[src/hdl/cpa_ram.sv]
// ----------------------------------------------------------------------------
// cpa_ram
// Generic single write, single read memory with registered read data.
// ----------------------------------------------------------------------------
module cpa_ram #(
   parameter int WIDTH = 8,
   parameter int DEPTH = 16
) (
   input  logic                     clock,
   input  logic                     we,
   input  logic [$clog2(DEPTH)-1:0] waddr,
   input  logic [WIDTH-1:0]         wdata,
   input  logic [$clog2(DEPTH)-1:0] raddr,
   output logic [WIDTH-1:0]         rdata
);
   logic [WIDTH-1:0] mem [DEPTH];

   always_ff @(posedge clock) begin
      if (we) begin
         mem[waddr] <= wdata;
      end
      rdata <= mem[raddr];
   end
endmodule

[config.mk]
export PLATFORM = sky130hd
export DESIGN_NAME = cpa_ram
export DESIGN_NICKNAME = d
export VERILOG_FILES = /design/src/hdl/cpa_ram.sv
export SDC_FILE = /design/constraint.sdc
export NUM_CORES = 1
export LEC_CHECK = 0
export BUFFER_PORTS_ARGS = -buffer_cell sky130_fd_sc_hd__buf_2
export CAP_MARGIN = 30
export CORE_ASPECT_RATIO = 1.1
export CORE_MARGIN = 1
export CORE_UTILIZATION = 60
export CTS_CLUSTER_DIAMETER = 120
export DETAILED_ROUTE_END_ITERATION = 10
export PLACE_DENSITY = 0.78
export SLEW_MARGIN = 0
export SYNTH_ARGS = -nofsm -noshare
export SYNTH_HDL_FRONTEND = slang
export SYNTH_SLANG_ARGS = --single-unit
[constraint.sdc]
create_clock -name clock -period 2.2 [get_ports clock]
set_input_delay 0.22 -clock clock [delete_from_list [all_inputs] [get_ports clock]]
set_output_delay 0.22 -clock clock [all_outputs]
set_load 0.02 [all_outputs]
==> run summary <==
Top-count cell post-synth - edfxtp_1
CTS Hold Bufs - 0
FFs w/ async S/R, synth - 0%
TritonCTS clock tree - built
Pleak - 0.00209 uW
CP Max Fanout - 1
Type of origin of the critical path - flip-flop
Status - finished, final reports clean
Share of layout cells above drive strength 1 - 31.4%
Worst Skew - 0.0100 ns
First-pass GRT wire length - 14.5 mm
Routed WL per cell - 22.8 um
Worst r2r path cells - 3
Synthesis-to-finish area growth - 18.1%
Unrepaired setup endpoints after global routing - no
Overall Global Routing Usage - 23.3%
Row count - 35
CTS resizes - 0
Initial core utilization - 61.5%
Hold WC Path Type - primary input to flip-flop
DRT iter0 DRCs - 217
Filler instances - 468
Period minus WS final - 1.40 ns
Critical R2R Launch - mem[1][1]$_DFFE_PP_
Clock latency on the worst-skew pair - 0.52 ns
Pins Over Slew Limit - 0
Largest net degree at the start of global routing - 33
Post-Syn Nets - 247
Crit-path cells - mux4_1 > a22oi_1 > nand2_1
Drt pass-1 iters - 5
Post-DP HPWL - 5.99 mm
# IOs - 26
Final ANT Viol Nets - 0
Synth unique cells - 19
Setup tns final - 0 ns
Achievable Freq - 717 MHz
Initial antenna violation count - 0
Synth Cell Area - 5150 um2
Post-Synthesis Cells - 229
Post-synth EDFFs - 128
Vias/cell - 6.04
Slew HR - 52.2%
Die X - 90.3 um
Max incr delay on CP - 0.54 ns
Sequential area share after synthesis - 77.8%
Critical Path End Type - flip-flop
Clock-pin slew on the worst setup and hold paths - 0.06 ns
Height of the chip - 99.1 um
Synth cell count leaders - edfxtp_1 (128), mux4_2 (18), a22oi_1 (16)
Port Buffers - 25
Final setup fails - 0
Total grt overflow - 0
Hold EP - mem[6][6]$_DFFE_PP_
Placed cells - 375
Wirelength, routed - 9.29 mm
Ant. Diodes - 0
Syn avg cell area - 22.5 um2
Max VDD drop - 625 uV
Yosys top cell area share - 74.7%
Most used DFF post-synth - edfxtp_1
R2R setup slack - 0.80 ns
Vias in the first global route - 2555
Setup bufs post-CTS - 0
Clock root buffer - clkbuf_8
Top cells by area, synth - edfxtp_1 (75%), mux4_2 (7.9%), mux4_1 (7.1%)
Routed via count - 2457
Num CTS Buffers - 17
Synth area leader - edfxtp_1
Final Cycle Share - 63.4%
Total core area - 8360 um2
FF-to-FF End - rdata[1]$_DFF_P_
Crit-path slowest cell - mux4_1
Worst slew pin tran - 0.715 ns
Final Hold Fails - 0
Pwr dens - 979 nW/um2
H-tree levels - 4
Clk buf depth - 2
Hold depth - 1
CTS Sinks - 136
DRC errors left - 0
Max cap viols - 0
GP Congestion - 0.745
Fin nets - 301
Critical Path AT - 1.80 ns
Die area - 8950 um2
Hold_ws - 0.0904 ns
Kind of critical path - flip-flop to flip-flop
Yosys warns - 0
Beginning of the worst hold path - wdata[6]
Final cell count without fillers - 407
WP data required - 2.60 ns
Seq cells post-synth - 136
## cells by family after synthesis
group	after synthesis	share of synthesized area (%)
flip-flops	136	77.8
AND/OR/NAND/NOR	35	3.18
multiplexers	32	15.0
AO/OA/AOI/OAI	16	2.33
buffers and inverters	10	1.68
## sequential cells by signal (all words and copies together), names as in the netlist
| name | flops |
|---|---|
| mem | 128 |
| rdata | 8 |
## power breakdown
part	leakage [uW]	total, uW	switching (uW)	internal [uW]
registers	0.00122	2920	18.0	2900
logic	0.000581	280	165	115
clock network	0.000282	2750	1000	1750
total	0.00209	5950	1180	4760
## worst max path at each step
stage | start | to | slack [ns] | depth (start not counted)
after floorplan | waddr[2] | mem[0][0]$_DFFE_PP_ | 0.49 | 2
final | mem[1][1]$_DFFE_PP_ | rdata[1]$_DFF_P_ | 0.80 | 3
after global placement | raddr[0] | rdata[2]$_DFF_P_ | 0.51 | 5
after global routing | mem[1][1]$_DFFE_PP_ | rdata[1]$_DFF_P_ | 0.74 | 3
after CTS | mem[1][1]$_DFFE_PP_ | rdata[1]$_DFF_P_ | 0.79 | 3
after detailed placement | waddr[2] | mem[1][4]$_DFFE_PP_ | 0.45 | 3
## layer usage
layer	share of wire [%]	track usage (%)	wire length, um	vias up
li1	-	-	-	1082
met1	40	30.6	3760	1258
met2	52	38.1	4850	98
met3	5.5	6.50	507	19
met4	1.9	8.93	173	0
met5	0	0	0	-
## critical path: cells and delay by family, from the launching register on
family          cells  cell delay [ns]
compound gates      1             0.26
flops               1             0.38
mux                 1             0.54
simple gates        1             0.10
## stage by stage
stage,worst slack [ns],util (%),cell area (um2),total power (uW)
after floorplan,0.487,-,5150,3130
after global routing,0.740,72.7,6080,6130
after CTS,0.786,72.7,6080,5990
after global placement,0.508,65.6,5490,3240
after detailed placement,0.452,65.6,5490,3250
final,0.804,72.7,6080,5950
## placed cells by master, fill, tap and decap left out, drive strengths merged
cell / n
nand2b: 2
nand3b: 2
clkinvlp: 2
nor3: 4
clkinv: 7
nand2: 9
nor2b: 1
and2: 1
edfxtp: 128
buf: 45
a22oi: 16
nand3: 1
and2b: 1
or3b: 1
nor2: 13
mux4: 32
clkbuf: 20
bufinv: 3
dfxtp: 8
## final cells by class
| type | instances | area, um2 | share of cell area [%] |
|---|---|---|---|
| clock buffer | 20 | 435 | 7.16 |
| sequential | 136 | 4000 | 65.9 |
| tap | 111 | 139 | 2.29 |
| timing repair buffer | 45 | 288 | 4.74 |
| clock inverter | 12 | 154 | 2.53 |
| multi-input combinational | 83 | 1060 | 17.4 |
Power figures use the tool's default switching activity.
